**config.mk**
```make
export PLATFORM = sky130hd
export DESIGN_NAME = frame_buffer_pool_manager_top
export DESIGN_NICKNAME = d
export VERILOG_FILES = /design/src/hw/rtl/fbpm_pkg.sv /design/src/hw/rtl/frame_buffer_pool_manager_top.sv /design/src/hw/rtl/fbpm_free_fifo.sv
export SDC_FILE = /design/constraint.sdc
export NUM_CORES = 1
export LEC_CHECK = 0
export ABC_CLOCK_PERIOD_IN_PS = 5400
export BUFFER_PORTS_ARGS = -buffer_cell sky130_fd_sc_hd__buf_4
export CORE_ASPECT_RATIO = 1.2
export CORE_MARGIN = 5
export CORE_UTILIZATION = 45
export CTS_CLUSTER_DIAMETER = 50
export CTS_CLUSTER_SIZE = 12
export DETAILED_ROUTE_END_ITERATION = 10
export PLACE_DENSITY = 0.63
export REMOVE_ABC_BUFFERS = 1
export SLEW_MARGIN = 30
export SYNTH_ARGS = -nofsm -noshare
export SYNTH_HDL_FRONTEND = slang
export SYNTH_SLANG_ARGS = --single-unit
```
**constraint.sdc**
```tcl
create_clock -name clk -period 5.4 [get_ports clk]
set_input_delay 1.35 -clock clk [delete_from_list [all_inputs] [get_ports clk]]
set_output_delay 1.35 -clock clk [all_outputs]
set_load 0.05 [all_outputs]
```
**src/hw/rtl/fbpm_pkg.sv**
```systemverilog
// ----------------------------------------------------------------------------
// fbpm_pkg
// shared widths, codes and types of the frame buffer pool manager
// ----------------------------------------------------------------------------
`default_nettype none

package fbpm_pkg;

  // pool geometry
  localparam int SLOTS    = 16;
  localparam int SLOT_W   = $clog2(SLOTS);
  localparam int CNT_W    = SLOT_W + 1;
  localparam int HANDLE_W = 32;
  localparam int REFS_W   = 7;
  localparam int ACT_W    = 3;
  localparam int STAT_W   = 3;

  localparam logic [REFS_W-1:0] REFS_MAX = {REFS_W{1'b1}};

  // stream payload layout
  localparam int IN_BITS     = ACT_W + SLOT_W + HANDLE_W;
  localparam int IN_TDATA_W  = ((IN_BITS + 7) / 8) * 8;
  localparam int OUT_TDATA_W = STAT_W + SLOT_W + HANDLE_W + 1;

  typedef logic [SLOT_W-1:0]   slot_t;
  typedef logic [HANDLE_W-1:0] handle_t;
  typedef logic [REFS_W-1:0]   refs_t;

  typedef enum logic [ACT_W-1:0] {
    ACT_PUT          = 3'd0,
    ACT_TAKE_DECODE  = 3'd1,
    ACT_ADD_REF      = 3'd2,
    ACT_DROP_REF     = 3'd3,
    ACT_MARK_OUTPUT  = 3'd4,
    ACT_TAKE_UNUSED  = 3'd5,
    ACT_RELEASE_DONE = 3'd6,
    ACT_READ_HANDLE  = 3'd7
  } action_t;

  typedef enum logic [STAT_W-1:0] {
    ST_OK       = 3'd0,
    ST_EMPTY    = 3'd1,
    ST_FULL     = 3'd2,
    ST_VIOL     = 3'd3,
    ST_NOTFOUND = 3'd4
  } status_t;

  typedef enum logic [2:0] {
    S_IDLE,
    S_SCAN,
    S_READ,
    S_CHECK,
    S_FREE,
    S_ALLOC,
    S_RESP
  } seq_state_t;

  // sequencer to free queue
  typedef struct packed {
    logic  push;
    logic  pop;
    slot_t push_slot;
  } q_ctl_t;

  // free queue to sequencer
  typedef struct packed {
    logic  empty;
    slot_t head;
  } q_sts_t;

endpackage

`default_nettype wire

```
**src/hw/rtl/frame_buffer_pool_manager_top.sv**
```systemverilog
// ----------------------------------------------------------------------------
// frame_buffer_pool_manager_top
// reference counted pool of 16 frame buffer slots with a free queue
//
//   channel | dir | width | contents
//   in_     | in  | 40    | action, slot_index, buffer_handle
//   out_    | out | 40    | status, result_slot, result_handle, requeued
//
// put and release_done walk all slots through one handle comparator, one slot
// per cycle behind the registered read of the handle memory; a put that
// queues a slot adds the queue write. other actions skip the walk; a drop_ref
// that requeues adds the queue write and a free slot search. a zero handle or
// an empty queue answers straight from idle. reset clears the flags and the
// queue. in_tready is low while an item is in work; a result waiting on
// out_tready holds the item after it in its last step.
// ----------------------------------------------------------------------------
`default_nettype none

module frame_buffer_pool_manager_top (
  input  logic                             clk,
  input  logic                             rst_n,
  input  logic                             in_tvalid,
  output logic                             in_tready,
  // action[2:0], slot_index[6:3], buffer_handle[38:7], zero fill[39]
  input  logic [fbpm_pkg::IN_TDATA_W-1:0]  in_tdata,
  output logic                             out_tvalid,
  input  logic                             out_tready,
  // status[2:0], result_slot[6:3], result_handle[38:7], requeued[39]
  output logic [fbpm_pkg::OUT_TDATA_W-1:0] out_tdata
);
  import fbpm_pkg::*;

  // slot storage
  handle_t hdl_mem  [SLOTS];
  refs_t   refs_mem [SLOTS];
  logic [SLOTS-1:0] owned_r, owned_nxt;
  logic [SLOTS-1:0] pend_r, pend_nxt;

  // sequencer state
  seq_state_t       state_r, state_nxt;
  action_t          act_r, act_nxt;
  handle_t          h_r, h_nxt;
  slot_t            tgt_r, tgt_nxt;
  logic [CNT_W-1:0] cnt_r, cnt_nxt;
  logic             fnd_r, fnd_nxt;
  logic             free_vld_r, free_vld_nxt;
  slot_t            free_r, free_nxt;
  slot_t            alloc_r, alloc_nxt;

  // registered read port
  slot_t   rd_addr;
  logic    rd_vld_r, rd_vld_nxt;
  slot_t   rd_idx_r;
  handle_t rd_hdl_r;
  refs_t   rd_refs_r;

  // result and output register
  status_t                res_st_r, res_st_nxt;
  slot_t                  res_slot_r, res_slot_nxt;
  handle_t                res_hdl_r, res_hdl_nxt;
  logic                   res_rq_r, res_rq_nxt;
  logic                   out_vld_r, out_vld_nxt;
  logic [OUT_TDATA_W-1:0] out_data_r, out_data_nxt;

  // free queue
  q_ctl_t q_ctl;
  q_sts_t q_sts;

  // input decode
  action_t in_act;
  slot_t   in_idx;
  handle_t in_hdl;
  logic    in_acc, in_scan, in_take, in_hdl_zero;

  assign in_act      = action_t'(in_tdata[ACT_W-1:0]);
  assign in_idx      = in_tdata[ACT_W +: SLOT_W];
  assign in_hdl      = in_tdata[ACT_W + SLOT_W +: HANDLE_W];
  assign in_tready   = (state_r == S_IDLE);
  assign in_acc      = in_tvalid && in_tready;
  assign in_scan     = in_act inside {ACT_PUT, ACT_RELEASE_DONE};
  assign in_take     = in_act inside {ACT_TAKE_DECODE, ACT_TAKE_UNUSED};
  assign in_hdl_zero = (in_hdl == '0);

  // handle scan: the compare stage works on the read issued in the cycle before
  logic scan_issue, scan_hit, scan_free, scan_last;

  assign scan_issue = (state_r == S_SCAN) && !cnt_r[SLOT_W];
  assign scan_hit   = rd_vld_r && owned_r[rd_idx_r] && (rd_hdl_r == h_r) && !fnd_r;
  assign scan_free  = rd_vld_r && !owned_r[rd_idx_r] && !free_vld_r;
  assign scan_last  = rd_vld_r && (rd_idx_r == SLOT_W'(SLOTS - 1));
  assign rd_vld_nxt = scan_issue;
  assign rd_addr    = scan_issue ? cnt_r[SLOT_W-1:0] : tgt_r;

  // lowest free slot search after a drop frees one
  logic free_hit;
  assign free_hit = !owned_r[cnt_r[SLOT_W-1:0]];

  logic out_load;
  assign out_load = (state_r == S_RESP) && (!out_vld_r || out_tready);

  // check step: slot flags and the registered read decide the action
  logic    chk_own, chk_pend, refs_zero, refs_one, refs_full, chk_queued;
  slot_t   requeue_slot;
  status_t chk_st;
  seq_state_t chk_to;
  slot_t   chk_alloc, chk_rslot;
  handle_t chk_rh;
  logic    chk_refs_we, chk_own_clr, chk_pend_clr, chk_pend_set, chk_pop, chk_keep_h;
  refs_t   chk_refs_wd;

  assign chk_own      = owned_r[tgt_r];
  assign chk_pend     = pend_r[tgt_r];
  assign refs_zero    = (rd_refs_r == '0);
  assign refs_one     = (rd_refs_r == REFS_W'(1));
  assign refs_full    = (rd_refs_r == REFS_MAX);
  assign chk_queued   = chk_own && refs_zero && !chk_pend;
  assign requeue_slot = (free_vld_r && (free_r < tgt_r)) ? free_r : tgt_r;

  always_comb begin
    chk_st       = ST_OK;
    chk_to       = S_RESP;
    chk_alloc    = tgt_r;
    chk_rslot    = '0;
    chk_rh       = '0;
    chk_refs_we  = 1'b0;
    chk_refs_wd  = rd_refs_r;
    chk_own_clr  = 1'b0;
    chk_pend_clr = 1'b0;
    chk_pend_set = 1'b0;
    chk_pop      = 1'b0;
    chk_keep_h   = 1'b0;
    // every 4-bit slot index lies inside the pool
    case (act_r)
      ACT_PUT: begin
        if (!fnd_r) begin
          if (free_vld_r) begin
            chk_to    = S_ALLOC;
            chk_alloc = free_r;
          end else begin
            chk_st = ST_FULL;
          end
        end else if (!chk_pend) begin
          chk_st = ST_VIOL;
        end else begin
          chk_pend_clr = 1'b1;
          if (refs_zero) begin
            chk_own_clr = 1'b1;
            chk_alloc   = requeue_slot;
            chk_to      = S_ALLOC;
          end
        end
      end
      ACT_TAKE_DECODE, ACT_TAKE_UNUSED: begin
        chk_pop   = 1'b1;
        chk_rslot = tgt_r;
        chk_rh    = rd_hdl_r;
        if (act_r == ACT_TAKE_DECODE) begin
          chk_refs_we = 1'b1;
          chk_refs_wd = REFS_W'(1);
        end else begin
          chk_pend_set = 1'b1;
        end
      end
      ACT_ADD_REF: begin
        if (!chk_own || chk_queued || refs_full) begin
          chk_st = ST_VIOL;
        end else begin
          chk_refs_we = 1'b1;
          chk_refs_wd = rd_refs_r + REFS_W'(1);
        end
      end
      ACT_DROP_REF: begin
        if (!chk_own || chk_queued || refs_zero) begin
          chk_st = ST_VIOL;
        end else begin
          chk_refs_we = 1'b1;
          chk_refs_wd = rd_refs_r - REFS_W'(1);
          // last reference gone and nothing to show: back to the queue
          if (refs_one && !chk_pend) begin
            chk_own_clr = 1'b1;
            chk_keep_h  = 1'b1;
            chk_to      = S_FREE;
          end
        end
      end
      ACT_MARK_OUTPUT: begin
        if (!chk_own || chk_queued || chk_pend) begin
          chk_st = ST_VIOL;
        end else begin
          chk_pend_set = 1'b1;
        end
      end
      ACT_RELEASE_DONE: begin
        if (!fnd_r) begin
          chk_st = ST_NOTFOUND;
        end else if (!chk_pend || !refs_zero) begin
          chk_st = ST_VIOL;
        end else begin
          chk_own_clr  = 1'b1;
          chk_pend_clr = 1'b1;
        end
      end
      ACT_READ_HANDLE: begin
        if (!chk_own) begin
          chk_st = ST_VIOL;
        end else begin
          chk_rh = rd_hdl_r;
        end
      end
      default: begin
        chk_st = ST_VIOL;
      end
    endcase
  end

  // next state
  always_comb begin
    state_nxt = state_r;
    case (state_r)
      S_IDLE: begin
        if (in_acc) begin
          if (in_scan && in_hdl_zero) begin
            state_nxt = S_RESP;
          end else if (in_scan) begin
            state_nxt = S_SCAN;
          end else if (in_take && q_sts.empty) begin
            state_nxt = S_RESP;
          end else begin
            state_nxt = S_READ;
          end
        end
      end
      S_SCAN: begin
        if (scan_last) begin
          state_nxt = S_READ;
        end
      end
      S_READ:  state_nxt = S_CHECK;
      S_CHECK: state_nxt = chk_to;
      S_FREE: begin
        if (free_hit) begin
          state_nxt = S_ALLOC;
        end
      end
      S_ALLOC: state_nxt = S_RESP;
      S_RESP: begin
        if (out_load) begin
          state_nxt = S_IDLE;
        end
      end
      default: state_nxt = S_IDLE;
    endcase
  end

  // datapath and flag updates per state
  always_comb begin
    act_nxt      = act_r;
    h_nxt        = h_r;
    tgt_nxt      = tgt_r;
    cnt_nxt      = cnt_r;
    fnd_nxt      = fnd_r;
    free_vld_nxt = free_vld_r;
    free_nxt     = free_r;
    alloc_nxt    = alloc_r;
    owned_nxt    = owned_r;
    pend_nxt     = pend_r;
    res_st_nxt   = res_st_r;
    res_slot_nxt = res_slot_r;
    res_hdl_nxt  = res_hdl_r;
    res_rq_nxt   = res_rq_r;
    out_vld_nxt  = out_vld_r && !out_tready;
    out_data_nxt = out_data_r;
    case (state_r)
      S_IDLE: begin
        if (in_acc) begin
          act_nxt      = in_act;
          h_nxt        = in_hdl;
          tgt_nxt      = in_take ? q_sts.head : in_idx;
          cnt_nxt      = '0;
          fnd_nxt      = 1'b0;
          free_vld_nxt = 1'b0;
          res_slot_nxt = '0;
          res_hdl_nxt  = '0;
          res_rq_nxt   = 1'b0;
          if (in_scan && in_hdl_zero) begin
            res_st_nxt = ST_VIOL;
          end else if (in_take && q_sts.empty) begin
            res_st_nxt = ST_EMPTY;
          end else begin
            res_st_nxt = ST_OK;
          end
        end
      end
      S_SCAN: begin
        if (scan_issue) begin
          cnt_nxt = cnt_r + CNT_W'(1);
        end
        if (scan_hit) begin
          fnd_nxt = 1'b1;
          tgt_nxt = rd_idx_r;
        end
        if (scan_free) begin
          free_vld_nxt = 1'b1;
          free_nxt     = rd_idx_r;
        end
      end
      S_CHECK: begin
        res_st_nxt   = chk_st;
        res_slot_nxt = chk_rslot;
        res_hdl_nxt  = chk_rh;
        alloc_nxt    = chk_alloc;
        cnt_nxt      = '0;
        if (chk_own_clr) begin
          owned_nxt[tgt_r] = 1'b0;
        end
        if (chk_pend_clr) begin
          pend_nxt[tgt_r] = 1'b0;
        end
        if (chk_pend_set) begin
          pend_nxt[tgt_r] = 1'b1;
        end
        if (chk_keep_h) begin
          h_nxt = rd_hdl_r;
        end
      end
      S_FREE: begin
        if (free_hit) begin
          alloc_nxt = cnt_r[SLOT_W-1:0];
        end else begin
          cnt_nxt = cnt_r + CNT_W'(1);
        end
      end
      S_ALLOC: begin
        owned_nxt[alloc_r] = 1'b1;
        pend_nxt[alloc_r]  = 1'b0;
        res_slot_nxt       = alloc_r;
        res_rq_nxt         = 1'b1;
      end
      S_RESP: begin
        if (out_load) begin
          out_vld_nxt  = 1'b1;
          out_data_nxt = {res_rq_r, res_hdl_r, res_slot_r, res_st_r};
        end
      end
      default: ;
    endcase
  end

  // control registers
  always_ff @(posedge clk) begin
    if (!rst_n) begin
      state_r    <= S_IDLE;
      owned_r    <= '0;
      pend_r     <= '0;
      cnt_r      <= '0;
      fnd_r      <= 1'b0;
      free_vld_r <= 1'b0;
      rd_vld_r   <= 1'b0;
      out_vld_r  <= 1'b0;
    end else begin
      state_r    <= state_nxt;
      owned_r    <= owned_nxt;
      pend_r     <= pend_nxt;
      cnt_r      <= cnt_nxt;
      fnd_r      <= fnd_nxt;
      free_vld_r <= free_vld_nxt;
      rd_vld_r   <= rd_vld_nxt;
      out_vld_r  <= out_vld_nxt;
    end
  end

  // payload registers
  always_ff @(posedge clk) begin
    act_r      <= act_nxt;
    h_r        <= h_nxt;
    tgt_r      <= tgt_nxt;
    free_r     <= free_nxt;
    alloc_r    <= alloc_nxt;
    rd_idx_r   <= rd_addr;
    res_st_r   <= res_st_nxt;
    res_slot_r <= res_slot_nxt;
    res_hdl_r  <= res_hdl_nxt;
    res_rq_r   <= res_rq_nxt;
    out_data_r <= out_data_nxt;
  end

  // handle and reference memories, one write and one read port each
  logic  refs_we;
  slot_t refs_wa;
  refs_t refs_wd;

  assign refs_we = ((state_r == S_CHECK) && chk_refs_we) || (state_r == S_ALLOC);
  assign refs_wa = (state_r == S_ALLOC) ? alloc_r : tgt_r;
  assign refs_wd = (state_r == S_ALLOC) ? '0 : chk_refs_wd;

  always_ff @(posedge clk) begin
    if (state_r == S_ALLOC) begin
      hdl_mem[alloc_r] <= h_r;
    end
    if (refs_we) begin
      refs_mem[refs_wa] <= refs_wd;
    end
    rd_hdl_r  <= hdl_mem[rd_addr];
    rd_refs_r <= refs_mem[rd_addr];
  end

  // free queue
  assign q_ctl.push      = (state_r == S_ALLOC);
  assign q_ctl.pop       = (state_r == S_CHECK) && chk_pop;
  assign q_ctl.push_slot = alloc_r;

  fbpm_free_fifo u_free_fifo (
    .clk   (clk),
    .rst_n (rst_n),
    .q_ctl (q_ctl),
    .q_sts (q_sts)
  );

  assign out_tvalid = out_vld_r;
  assign out_tdata  = out_data_r;

endmodule

`default_nettype wire

```
**src/hw/rtl/fbpm_free_fifo.sv**
```systemverilog
// ----------------------------------------------------------------------------
// fbpm_free_fifo
// circular queue of slot numbers that are free to use, oldest at the head
// ----------------------------------------------------------------------------
`default_nettype none

module fbpm_free_fifo (
  input  logic            clk,
  input  logic            rst_n,
  input  fbpm_pkg::q_ctl_t q_ctl,
  output fbpm_pkg::q_sts_t q_sts
);
  import fbpm_pkg::*;

  slot_t            q_mem [SLOTS];
  slot_t            rd_ptr_r, rd_ptr_nxt;
  slot_t            wr_ptr_r, wr_ptr_nxt;
  logic [CNT_W-1:0] cnt_r, cnt_nxt;
  slot_t            head_r;

  // pointer and occupancy update
  always_comb begin
    rd_ptr_nxt = rd_ptr_r;
    wr_ptr_nxt = wr_ptr_r;
    cnt_nxt    = cnt_r;
    if (q_ctl.push) begin
      wr_ptr_nxt = (wr_ptr_r == SLOT_W'(SLOTS - 1)) ? '0 : wr_ptr_r + SLOT_W'(1);
    end
    if (q_ctl.pop) begin
      rd_ptr_nxt = (rd_ptr_r == SLOT_W'(SLOTS - 1)) ? '0 : rd_ptr_r + SLOT_W'(1);
    end
    if (q_ctl.push && !q_ctl.pop) begin
      cnt_nxt = cnt_r + CNT_W'(1);
    end else if (q_ctl.pop && !q_ctl.push) begin
      cnt_nxt = cnt_r - CNT_W'(1);
    end
  end

  always_ff @(posedge clk) begin
    if (!rst_n) begin
      rd_ptr_r <= '0;
      wr_ptr_r <= '0;
      cnt_r    <= '0;
    end else begin
      rd_ptr_r <= rd_ptr_nxt;
      wr_ptr_r <= wr_ptr_nxt;
      cnt_r    <= cnt_nxt;
    end
  end

  // queue storage, head read registered behind the pointers; the sequencer
  // always spends its result step between a queue change and the next take
  always_ff @(posedge clk) begin
    if (q_ctl.push) begin
      q_mem[wr_ptr_r] <= q_ctl.push_slot;
    end
    head_r <= q_mem[rd_ptr_r];
  end

  assign q_sts.empty = (cnt_r == '0);
  assign q_sts.head  = head_r;

endmodule

`default_nettype wire

```
* Yosys cells after proc, flatten, opt, wreduce, memory -nomap -nowiden
Memories as Yosys holds them, arrays and structs flattened. A register that Yosys moved wholly into a read port is not among the register bits.
Index checks and enable logic that the tools add are counted.
** Operators by class
- Mux-type cells :: 116
- Reductions and logical operators :: 70
- Magnitude comparators :: 7
- Add/sub/neg operators :: 7
- Eq/ne operators :: 32
- Bitwise logic cells :: 7
** Operators by type and width (count)
- $pmux 32 s2 :: 3
- $mux 32 :: 4
- $mux 16 :: 4
- $mux 4 :: 16
- $pmux 16 s2 :: 2
- $and 16x16->16 :: 3
- $mux 3 :: 11
- $eq 32x32->1 :: 1
- $logic_not 32->1 :: 1
- $mux 1 :: 32
- $not 16->16 :: 2
- $or 16x16->16 :: 2
- $mux 7 :: 4
- $eq 3x3->1 const B :: 9
- $mux 2 :: 13
- $mux 5 :: 5
- $logic_and 1x1->1 :: 22
- $pmux 3 s7 :: 1
- $pmux 7 s3 :: 1
- $lt 4x5->1 const B :: 4
- $pmux 5 s4 :: 1
- $ne 2x2->1 const B :: 9
- $pmux 3 s6 :: 1
- $bmux 1 s4 :: 4
- 31 further kinds :: 84
** Storage, ports and cells
- Memories :: 3
- Bits in registers :: 188
- Logic and storage cells :: 264
- Memory bits (writable) :: 688
** Memory list
- hdl_mem :: words 16, bits a word 32, rd ports 1, clocked after Yosys merged registers in 1, write ports 1, line frame_buffer_pool_manager_top.sv:34 : handle_t hdl_mem [SLOTS];
- refs_mem :: words 16, bits a word 7, rd ports 1, clocked after Yosys merged registers in 1, write ports 1, line frame_buffer_pool_manager_top.sv:35 : refs_t refs_mem [SLOTS];
- u_free_fifo.q_mem :: words 16, bits a word 4, rd ports 1, clocked after Yosys merged registers in 1, write ports 1, line fbpm_free_fifo.sv:15 : slot_t q_mem [SLOTS];

* Depth between registers and ports, before layout
Gate-level depths: netlist of the first run.
- Word-level depth :: 12
- Gate-level depth with buffers :: 15
- Depth with buffers taken out :: 13

* Hierarchy
A second synthesis of the first run with hierarchy kept.
** Unflattened totals
- Cells, all modules :: 2386
- Area total of the unflattened synthesis :: 37711.2 µm²
** Modules (own cells, without submodules)
- frame_buffer_pool_manager_top :: instances 1, area an instance 34326.7 µm², seq. area each 24293.3 µm², cells an instance 2173
- fbpm_free_fifo :: instances 1, area an instance 3384.5 µm², seq. area each 2262.2 µm², cells an instance 213

* Least setup slack after synthesis of the first run
No wires, ideal clock.
- Path kind :: flip-flop to flip-flop
- From :: register tgt_r[3]
- To :: register h_r[0] (enable)
- Path buffers :: 3
- Arrival time :: 3.970 ns
- Stages on the path, launching flop included :: 9
- Path slack :: 0.964 ns
- Required time :: 4.934 ns
- Path through :: edfxtp_1 -> buf_2 -> buf_4 -> mux4_2 -> o22a_1 -> buf_2 -> inv_1 -> o2111ai_1 -> o21ai_0
** Between the ends
- Word-level cells in the longest chain between the ends :: 10
** Ends and longest elaborated chain
- start, declared :: line frame_buffer_pool_manager_top.sv:43 : slot_t tgt_r, tgt_nxt;
- start signal, assigned :: line frame_buffer_pool_manager_top.sv:376 : tgt_r <= tgt_nxt;
- $bmux 1 s4 (on tied branches) :: line frame_buffer_pool_manager_top.sv:111, frame_buffer_pool_manager_top.sv:112
- $mux 1 (on tied branches) :: line frame_buffer_pool_manager_top.sv:111, frame_buffer_pool_manager_top.sv:112
- $logic_and 1x1->1 or $logic_not 1->1 (tied branches) :: line frame_buffer_pool_manager_top.sv:116, frame_buffer_pool_manager_top.sv:179
- $logic_and 1x1->1 :: line frame_buffer_pool_manager_top.sv:116 : assign chk_queued = chk_own && refs_zero && !chk_pend;
- $logic_or 1x1->1 (2 in a row) :: line frame_buffer_pool_manager_top.sv:173 : if (!chk_own || chk_queued || refs_zero) begin
- $mux 1 * :: line frame_buffer_pool_manager_top.sv:173
- $mux 1 * :: line frame_buffer_pool_manager_top.sv:133 : case (act_r)
- $ne 2x2->1 (no source line) *
- $reduce_and 3->1 (no source line) *
- end signal, assigned :: line frame_buffer_pool_manager_top.sv:375 : h_r <= h_nxt;
- end, declared :: line frame_buffer_pool_manager_top.sv:42 : handle_t h_r, h_nxt;
Every way passes the cells marked *; elsewhere a longest branch is shown, timed or not. The select of a mux whose other input is x is not followed.
A chain may end at the register's enable or synchronous reset.

* Worst setup path in the final report of the first run
- From :: register tgt_r[1]
- To :: register h_r[29] (enable)
Same word-level chain as after synthesis.

==> impl_metrics.json, run 1 <==
{
  "die_area_sq_mm": 0.0897,
  "ys_types": 80,
  "fmax_mhz": 250,
  "relSlewSlack": 0.332,
  "cts_max_level": 3,
  "post_cts_buffers": 0,
  "gr-usage-all-layers": 0.209,
  "crit_path_end_kind": "flip-flop",
  "cts_tree": "built",
  "synth_edf_count": 815,
  "ff_latch_area_sq_mm": 0.0266,
  "wl_per_cell_um": 25.6,
  "drcViolationCount": 0,
  "grt_pass1_wl_um": 140000,
  "finalHoldViolCount": 0,
  "switching_share": 0.281,
  "clkPwrFrac": 0.331,
  "yosys_warnings": 0,
  "initial_core_util": 0.453,
  "p_leak_nw": 14.6,
  "fill_cells": 6921,
  "core_area_sq_mm": 0.0833,
  "syn_to_final_growth_pct": 13.1,
  "ctsHoldBuffers": 0,
  "status": "finished, final reports clean",
  "cp_max_fo": 32,
  "clock_latency_ps": 650,
  "final_layout_size_suffix_gt1_frac": 0.170,
  "antenna_found_initial": 5,
  "grt_overflow": 0,
  "peakVddDrop_mv": 0.281,
  "p_seq_frac": 0.489,
  "hold_depth": 0,
  "die-height_um": 327,
  "combPwrFrac": 0.180,
  "hold_class": "reg -> reg",
  "synth.yosys.seq_area_share": 0.704,
  "num_vias": 21400,
  "final_antenna_net_count": 0,
  "fin_crit_ps": 4000,
  "min_from": "res_st_r[2]",
  "drv_slew": 0,
  "r2r_start": "tgt_r[1]",
  "syn_area_sq_mm": 0.0377,
  "fin_skew_ps": 31.2,
  "internal_power_mw": 13.1,
  "cts_inserted_buffers": 92,
  "layout.cells.non_filler": 3695,
  "syn_inst": 2398,
  "tightest_slew_ps": 992,
  "cts_max_path_buffers": 3,
  "synthFlopType": "edfxtp_1",
  "path_class": "reg -> reg",
  "drtPass1Iterations": 6,
  "p_total_mw": 18.3,
  "nets": 2565,
  "setup_viol_count_final": 0,
  "dp.final_hpwl_um": 56500,
  "async_flop_share": 0,
  "io_pins": 86,
  "place_congestion": 0.865,
  "syn_area_per_cell_sq_um": 15.7,
  "cts_resized": 0,
  "via_per_inst": 5.80,
  "clk_pin_slew_worst_paths_ps": 60,
  "finalCritPeriodShare": 0.740,
  "port-buffer-count": 84,
  "drv_cap": 0,
  "required_ps": 5660,
  "cts.sinks": 919,
  "reg2reg_depth": 6,
  "whs_ps": 411,
  "root_buffer": "clkbuf_16",
  "final_cell_area_sq_mm": 0.0426,
  "worst_setup_path_start_kind": "flip-flop",
  "crit_path_start": "tgt_r[1]",
  "multi_input_area_sq_mm": 0.0105,
  "grt_pass1_vias": 21800,
  "cellPowerDensity_mw_per_mm2": 429,
  "placed_cells": 3530,
  "die_w_um": 274,
  "rsz0062_at_grt": "no",
  "drt-total-wl_um": 94800,
  "p_sw_mw": 5.13,
  "row_count": 116,
  "grt_max_degree": 118,
  "ys_ff_latch": 919,
  "critical_path_arrival_ps": 4250,
  "placed_area_sq_mm": 0.0398,
  "drt-initial-drc-count": 1901
}
[power groups by stage]
stage / combinational (mW) / sequential (mW) / clock [mW]
2_1_floorplan: 2.73 / 8.91 / 0
3_3_place_gp: 3.24 / 9.06 / 0
3_5_place_dp: 3.29 / 9.08 / 0
4_1_cts: 3.30 / 8.94 / 6.16
5_1_grt: 3.53 / 8.99 / 6.45
6_report: 3.29 / 8.94 / 6.04
[flip-flops by register name, summed over array words and instances, names as in the netlist, 3 cells and up, named ones only]
name,flops
free_r,4
res_slot_r,4
refs_mem,112
res_st_r,3
u_free_fifo.cnt_r,5
act_r,3
state_r,3
u_free_fifo.q_mem,64
out_tdata,40
owned_r,16
cnt_r,5
rd_refs_r,7
alloc_r,4
rd_hdl_r,32
tgt_r,4
u_free_fifo.wr_ptr_r,4
res_hdl_r,32
rd_idx_r,4
u_free_fifo.head_r,4
h_r,32
hdl_mem,512
u_free_fifo.rd_ptr_r,4
[layout by cell type (no fill, tap or decap), types with 10 or more instances in the layout]
| cell type | netlist | routed |
|---|---|---|
| a21oi_1 | 44 | 44 |
| nand3_1 | 38 | 38 |
| ha_1 | 16 | 16 |
| mux2i_1 | 252 | 249 |
| buf_4 | 9 | 147 |
| a31oi_1 | 59 | 59 |
| clkbuf_1 | 70 | 52 |
| xor2_1 | 34 | 34 |
| and3_1 | 41 | 41 |
| nand2_1 | 309 | 308 |
| clkbuf_16 | 0 | 93 |
| nand2b_1 | 13 | 13 |
| inv_1 | 31 | 24 |
| and2_1 | 32 | 32 |
| dfxtp_1 | 104 | 102 |
| nor4_1 | 24 | 23 |
| edfxtp_1 | 815 | 815 |
| nor2_4 | 0 | 10 |
| a211oi_1 | 20 | 20 |
| nor2_1 | 79 | 68 |
| nor3_1 | 43 | 35 |
| o21ai_0 | 66 | 65 |
| mux4_2 | 112 | 112 |
[per-stage QoR]
stage | setup TNS, ps | worst slack (ps) | utilization
floorplan | -263700 | -6600 | -
global placement | 0 | 1270 | 0.477
detailed placement | 0 | 1200 | 0.478
CTS | 0 | 1220 | 0.511
global route | 0 | 1280 | 0.512
finish | 0 | 1400 | 0.512
[layout make-up]
| type | count | area share |
|---|---|---|
| flip-flops and latches | 919 | 0.623 |
| multi-input cells | 1305 | 0.246 |
| clock buffers | 145 | 0.0592 |
| well taps | 1121 | 0.0329 |
| repair buffers | 153 | 0.0291 |
| clock inverters | 18 | 0.00628 |
| inverters | 33 | 0.00302 |
| diodes | 1 | 0.0000587 |
[worst paths after layout]
check / end / slack [ps]
hold reg to reg: out_tdata[2] / 410
setup reg to reg: h_r[29] / 1400
setup / recovery: h_r[29] / 1400
hold / removal: out_tdata[2] / 410
[cells in the mapped netlist, types with 16 or more instances]
master | count | area share
nor4_1 | 24 | 0.0040
and2_1 | 32 | 0.0053
o21ai_0 | 66 | 0.0088
nor2_1 | 79 | 0.0079
nand3_1 | 38 | 0.0050
nor3_1 | 43 | 0.0057
a21oi_1 | 44 | 0.0058
mux2i_1 | 252 | 0.067
mux4_2 | 112 | 0.067
edfxtp_1 | 815 | 0.65
buf_1 | 22 | 0.0022
nand2_1 | 309 | 0.031
clkbuf_1 | 70 | 0.0070
inv_1 | 31 | 0.0031
a211oi_1 | 20 | 0.0040
buf_6 | 20 | 0.0060
and3_1 | 41 | 0.0068
a31oi_1 | 59 | 0.0098
buf_2 | 19 | 0.0025
ha_1 | 16 | 0.0053
xor2_1 | 34 | 0.0079
dfxtp_1 | 104 | 0.055
[per-layer routing]
layer,wire length (um),global-route usage
met5,42,0
met4,2610,0.0643
met3,7060,0.0375
met2,45700,0.343
met1,39300,0.289
[critical path: stages (launching register included)]
cell and delay (ps):
edfxtp_1 910, inv_1 370, mux2_4 310, a32o_1 700, o2111ai_1 520, o21ai_4 250, buf_4 530
[cell families after synthesis]
logic type | synth area share
flip-flops | 0.704
buffers and inverters | 0.0229
AND/OR/NAND/NOR | 0.0773
XOR/XNOR | 0.00906
adder cells (fa/ha/maj) | 0.00584
multiplexers | 0.135
AO/OA/AOI/OAI | 0.0457
(Power assumes the default switching activity.)
==> run 2: changes to the inputs <==
--- a/config.mk
+++ b/config.mk
@@ -5,7 +5,7 @@
 export SDC_FILE = /design/constraint.sdc
 export NUM_CORES = 1
 export LEC_CHECK = 0
-export ABC_CLOCK_PERIOD_IN_PS = 5400
+export ABC_CLOCK_PERIOD_IN_PS = 3900
 export BUFFER_PORTS_ARGS = -buffer_cell sky130_fd_sc_hd__buf_4
 export CORE_ASPECT_RATIO = 1.2
 export CORE_MARGIN = 5
==> constraint.sdc (replaced) <==
create_clock -name clk -period 3.9 [get_ports clk]
set_input_delay 0.975 -clock clk [delete_from_list [all_inputs] [get_ports clk]]
set_output_delay 0.975 -clock clk [all_outputs]
set_load 0.05 [all_outputs]
==> run 2 against run 1 <==
Net effect:
- register-to-register slack worse by 810 ps
- maximum frequency increased by 21%
- via count grew 1.9%
- global-route usage increased by 0.30 points
- critical path depth up 4
- die area stayed put
- sequential power up 39%
- largest cell class unchanged
- cell count increased by 0.57%
- routed wire length up 1.8%
==> impl_metrics.json, run 2 (same netlist as run 1, synthesis figures left out) <==
{
  "status": "finished, final reports clean",
  "crit_family": "compound AO/OA/AOI/OAI gates",
  "drv_slew": 0,
  "antenna_found_initial": 8,
  "initial_core_util": 0.453,
  "via_per_inst": 5.87,
  "finalSetupTns_ps": 0,
  "clk_pin_slew_worst_paths_ps": 60,
  "grt_pass1_vias": 22000,
  "crit_path_start": "tgt_r[3]",
  "die_area_sq_mm": 0.0897,
  "grt_max_degree": 61,
  "required_ps": 4360,
  "place_congestion": 0.911,
  "timing.critical_path.buf_inv": 4,
  "crit_chain": "buf_4 -> mux2i_1 -> nand3_1 -> a31o_2 -> buf_4 -> o2111ai_1 -> buf_4 -> o21ai_0 -> a211oi_1 -> buf_4",
  "grt_overflow": 0,
  "finalHoldViolCount": 0,
  "regMostFlops": "hdl_mem",
  "ff_latch_area_sq_mm": 0.0266,
  "peakVddDrop_mv": 0.391,
  "drv_cap": 0,
  "ctsHoldBuffers": 0,
  "relSlewSlack": 0.372,
  "final_antenna_net_count": 0,
  "port-buffer-count": 84,
  "drt-total-wl_um": 96500,
  "fill_cells": 6848,
  "rsz0062_at_grt": "no",
  "cts_max_level": 3,
  "drtPass1Iterations": 5,
  "setup_viol_count_final": 0,
  "cellPowerDensity_mw_per_mm2": 591,
  "cp_max_fo": 16,
  "p_leak_nw": 14.7,
  "gr-usage-all-layers": 0.212,
  "cts_tree": "built",
  "drt-initial-drc-count": 1915,
  "p_total_mw": 25.4,
  "num_vias": 21800,
  "finalCritPeriodShare": 0.847,
  "r2r_start": "tgt_r[3]",
  "cp_common_cell": "buf_4",
  "wl_per_cell_um": 26.0,
  "max_stage_delay_ps": 690,
  "dp.final_hpwl_um": 57700,
  "clock_latency_ps": 650,
  "whs_ps": 415,
  "cts_max_path_buffers": 3,
  "nets": 2585,
  "post_cts_buffers": 0,
  "multi_input_area_sq_mm": 0.0105,
  "fin_skew_ps": 20.8,
  "drcViolationCount": 0,
  "path_class": "reg -> reg",
  "cts_inserted_buffers": 93,
  "root_buffer": "clkbuf_16",
  "worst_setup_path_start_kind": "flip-flop",
  "final_cell_mix": "815 x edfxtp_1, 308 x nand2_1, 249 x mux2i_1, 152 x buf_4, 112 x mux4_2",
  "hold_class": "reg -> reg",
  "largest_reg_flops": 512,
  "cts.sinks": 919,
  "tightest_slew_ps": 940,
  "largestRegisters": "hdl_mem (512), refs_mem (112), u_free_fifo.q_mem (64)",
  "grt_pass1_wl_um": 143000,
  "row_count": 116,
  "final_layout_size_suffix_gt1_frac": 0.183,
  "layout_commonest_cell": "edfxtp_1",
  "die-height_um": 327,
  "cts_resized": 0,
  "core_area_sq_mm": 0.0833,
  "die_w_um": 274,
  "min_from": "res_hdl_r[29]",
  "fmax_mhz": 303,
  "syn_to_final_growth_pct": 14.0,
  "io_pins": 86,
  "critical_path_arrival_ps": 3760,
  "fin_crit_ps": 3300,
  "crit_path_end_kind": "flip-flop",
  "crit_path_top_delay_cell": "edfxtp_1"
}
==> run 2: area by class of cell <==
type | count | share of cell area
inverters | 33 | 0.00294
flip-flops and latches | 919 | 0.618
well taps | 1121 | 0.0326
repair buffers | 172 | 0.0357
clock buffers | 141 | 0.0603
diodes | 3 | 0.000175
clock inverters | 22 | 0.00483
multi-input cells | 1305 | 0.245
==> run 2: layer usage <==
metal / global-route usage / share of wire / vias up
li1: - / - / 9504
met1: 0.293 / 0.42 / 11300
met2: 0.345 / 0.48 / 820
met3: 0.0420 / 0.073 / 169
met4: 0.0639 / 0.029 / 8
met5: 0 / 0.00048 / -
==> run 2: final timing paths <==
check	to	slack [ps]	cells after the start
worst min register to register	out_tdata[36]	410	0
worst max register to register	refs_mem[6][0]	600	10
worst max-delay path	refs_mem[6][0]	600	10
worst min-delay path	out_tdata[36]	410	0
==> run 2: report_power, final <==
part           leakage (nW)  internal, mW  switching, mW
Sequential             8.24          11.6          0.755
Combinational          5.13          1.85           2.84
Clock                  1.35          4.71           3.61
==> run 2: metrics by stage <==
| step | instance area (sq um) | utilization | setup slack (ps) | cells |
|---|---|---|---|---|
| after global routing | 43000 | 0.516 | 462 | 3713 |
| after global placement | 40100 | 0.481 | 563 | 3550 |
| after CTS | 42900 | 0.515 | 441 | 3713 |
| final | 43000 | 0.516 | 597 | 3716 |
| after floorplan | 37000 | - | -8100 | 2257 |
| after detailed placement | 40100 | 0.482 | 491 | 3550 |
==> run 3: changes to the inputs <==
--- a/config.mk
+++ b/config.mk
@@ -5,7 +5,7 @@
 export SDC_FILE = /design/constraint.sdc
 export NUM_CORES = 1
 export LEC_CHECK = 0
-export ABC_CLOCK_PERIOD_IN_PS = 3900
+export ABC_CLOCK_PERIOD_IN_PS = 3300
 export BUFFER_PORTS_ARGS = -buffer_cell sky130_fd_sc_hd__buf_4
 export CORE_ASPECT_RATIO = 1.2
 export CORE_MARGIN = 5
==> constraint.sdc (replaced) <==
create_clock -name clk -period 3.3 [get_ports clk]
set_input_delay 0.825 -clock clk [delete_from_list [all_inputs] [get_ports clk]]
set_output_delay 0.825 -clock clk [all_outputs]
set_load 0.05 [all_outputs]
==> run 3 against run 2 <==
Net effect:
- maximum frequency rose by 2.9%
- setup slack got worse by 510 ps
- core utilization rose by 0.66 points
- design area rose by 1.3%
- power rose by 20%
- combinational power rose by 24%
- clock power rose by 21%
- non-clock buffer count rose by 34
- die area did not move
- cell count rose by 1.2%
- register-to-register slack got worse by 510 ps
==> impl_metrics.json, run 3 (same netlist as run 1, synthesis figures left out) <==
{
  "rsz0062_at_grt": "yes",
  "core_area_sq_mm": 0.0833,
  "die_area_sq_mm": 0.0897,
  "whs_ps": 376,
  "gr-usage-all-layers": 0.213,
  "via_per_inst": 5.84,
  "worst_setup_path_start_kind": "flip-flop",
  "grt_pass1_wl_um": 143000,
  "drt-initial-drc-count": 1956,
  "place_congestion": 0.897,
  "cp_max_fo": 16,
  "finalCritPeriodShare": 0.973,
  "post_cts_buffers": 0,
  "grt_overflow": 0,
  "status": "finished, final reports clean",
  "die_w_um": 274,
  "num_vias": 22000,
  "hold_class": "in -> reg",
  "placed_cells": 3584,
  "cts_max_level": 3,
  "dp.final_hpwl_um": 58600,
  "placed_area_sq_mm": 0.0405,
  "p_total_mw": 30.5,
  "rr_endpoint": "refs_mem[12][1]",
  "final_cell_area_sq_mm": 0.0435,
  "wl_per_cell_um": 25.7,
  "clkPwrFrac": 0.333,
  "cts_tree": "built",
  "p_leak_nw": 15.0,
  "fin_skew_ps": 30.7,
  "cellPowerDensity_mw_per_mm2": 700,
  "die-height_um": 327,
  "nets": 2622,
  "ctsHoldBuffers": 0,
  "utilization": 0.522,
  "clk_pin_slew_worst_paths_ps": 60,
  "cts.sinks": 919,
  "final_cell_mix": "815 x edfxtp_1, 308 x nand2_1, 249 x mux2i_1, 177 x buf_4, 112 x mux4_2",
  "layout.cells.non_filler": 3761,
  "setup_viol_count_final": 0,
  "regMostFlops": "hdl_mem",
  "layout_commonest_cell": "edfxtp_1",
  "tightest_slew_ps": 905,
  "p_sw_mw": 8.64,
  "crit_path_start": "tgt_r[3]",
  "root_buffer": "clkbuf_16",
  "drtPass1Iterations": 7,
  "crit_end": "refs_mem[12][1]",
  "clock_latency_ps": 660,
  "final_antenna_net_count": 0,
  "internal_power_mw": 21.8,
  "fin_crit_ps": 3210,
  "r2r_start": "tgt_r[3]",
  "crit_path_end_kind": "flip-flop",
  "path_class": "reg -> reg",
  "antenna_found_initial": 6,
  "drcViolationCount": 0,
  "cts_inserted_buffers": 96,
  "drv_cap": 0,
  "largestRegisters": "hdl_mem (512), refs_mem (112), u_free_fifo.q_mem (64)",
  "switching_share": 0.284,
  "port-buffer-count": 84,
  "drv_slew": 0,
  "row_count": 116,
  "final_layout_size_suffix_gt1_frac": 0.196,
  "grt_pass1_vias": 22300,
  "initial_core_util": 0.453,
  "reg2reg_setup_slack_ps": 90,
  "drt-total-wl_um": 96800,
  "required_ps": 3590,
  "critical_path_arrival_ps": 3500,
  "peakVddDrop_mv": 0.444,
  "p_seq_frac": 0.477,
  "finalHoldViolCount": 0,
  "reg2reg_depth": 8,
  "cts_max_path_buffers": 3,
  "io_pins": 86,
  "syn_to_final_growth_pct": 15.4,
  "relSlewSlack": 0.396,
  "fmax_mhz": 312,
  "grt_max_degree": 62,
  "largest_reg_flops": 512,
  "combPwrFrac": 0.190
}
[run 3: cell type report]
cell class	count	area, sq um
Clock buffer	143	2660
Antenna cell	4	10.0
Fill cell	6817	39800
Multi-Input combinational cell	1305	10600
Clock inverter	30	283
Timing Repair Buffer	206	1910
Inverter	33	126
Sequential cell	919	26600
Tap cell	1121	1400
[run 3: how the worst min path moves through the flow]
stage                        startpoint       endpoint  slack, ps  cells after the start
after floorplan             res_st_r[0]   out_tdata[0]        400                      0
after global placement      res_st_r[1]   out_tdata[1]        400                      0
after detailed placement  res_hdl_r[27]  out_tdata[34]        400                      0
after CTS                   in_tdata[1]       act_r[1]        340                      1
after global routing        in_tdata[1]       act_r[1]        360                      1
final                       in_tdata[1]       act_r[1]        380                      1
[run 3: per-stage QoR]
stage / TNS, ps / setup slack [ps]
finish: 0 / 90.7
detailed placement: -6840 / -220
floorplan: -589130 / -8700
CTS: 0 / 77.5
global route: -595 / -35.6
global placement: -568 / -23.7
[run 3: critical path: stages (launching register included)]
cell and delay, ps:
edfxtp_1 650, buf_4 340, mux2i_1 120, a22oi_1 190
a31o_2 250, a31oi_1 120, o221a_2 420, buf_4 240
nor3_2 520
[run 3: repair_timing]
item | in CTS | in global routing
resized for setup | 8 | 2
setup endpoints to repair | 56 | 35
cloned | 0 | 0
pin swaps | 0 | 0
[run 3: power by group through the flow]
| stage | Combinational, mW | Clock [mW] | Sequential (mW) |
|---|---|---|---|
| after floorplan | 3.88 | 0 | 14.6 |
| after global placement | 5.68 | 0 | 14.7 |
| after detailed placement | 5.78 | 0 | 14.8 |
| after CTS | 5.81 | 10.4 | 14.5 |
| after global routing | 6.20 | 10.8 | 14.6 |
| final | 5.80 | 10.1 | 14.5 |
[run 3: layer usage]
layer	global-route usage	routed length, um
met1	0.297	39600
met5	0	47
met4	0.0675	2940
met3	0.0369	7860
met2	0.345	46300
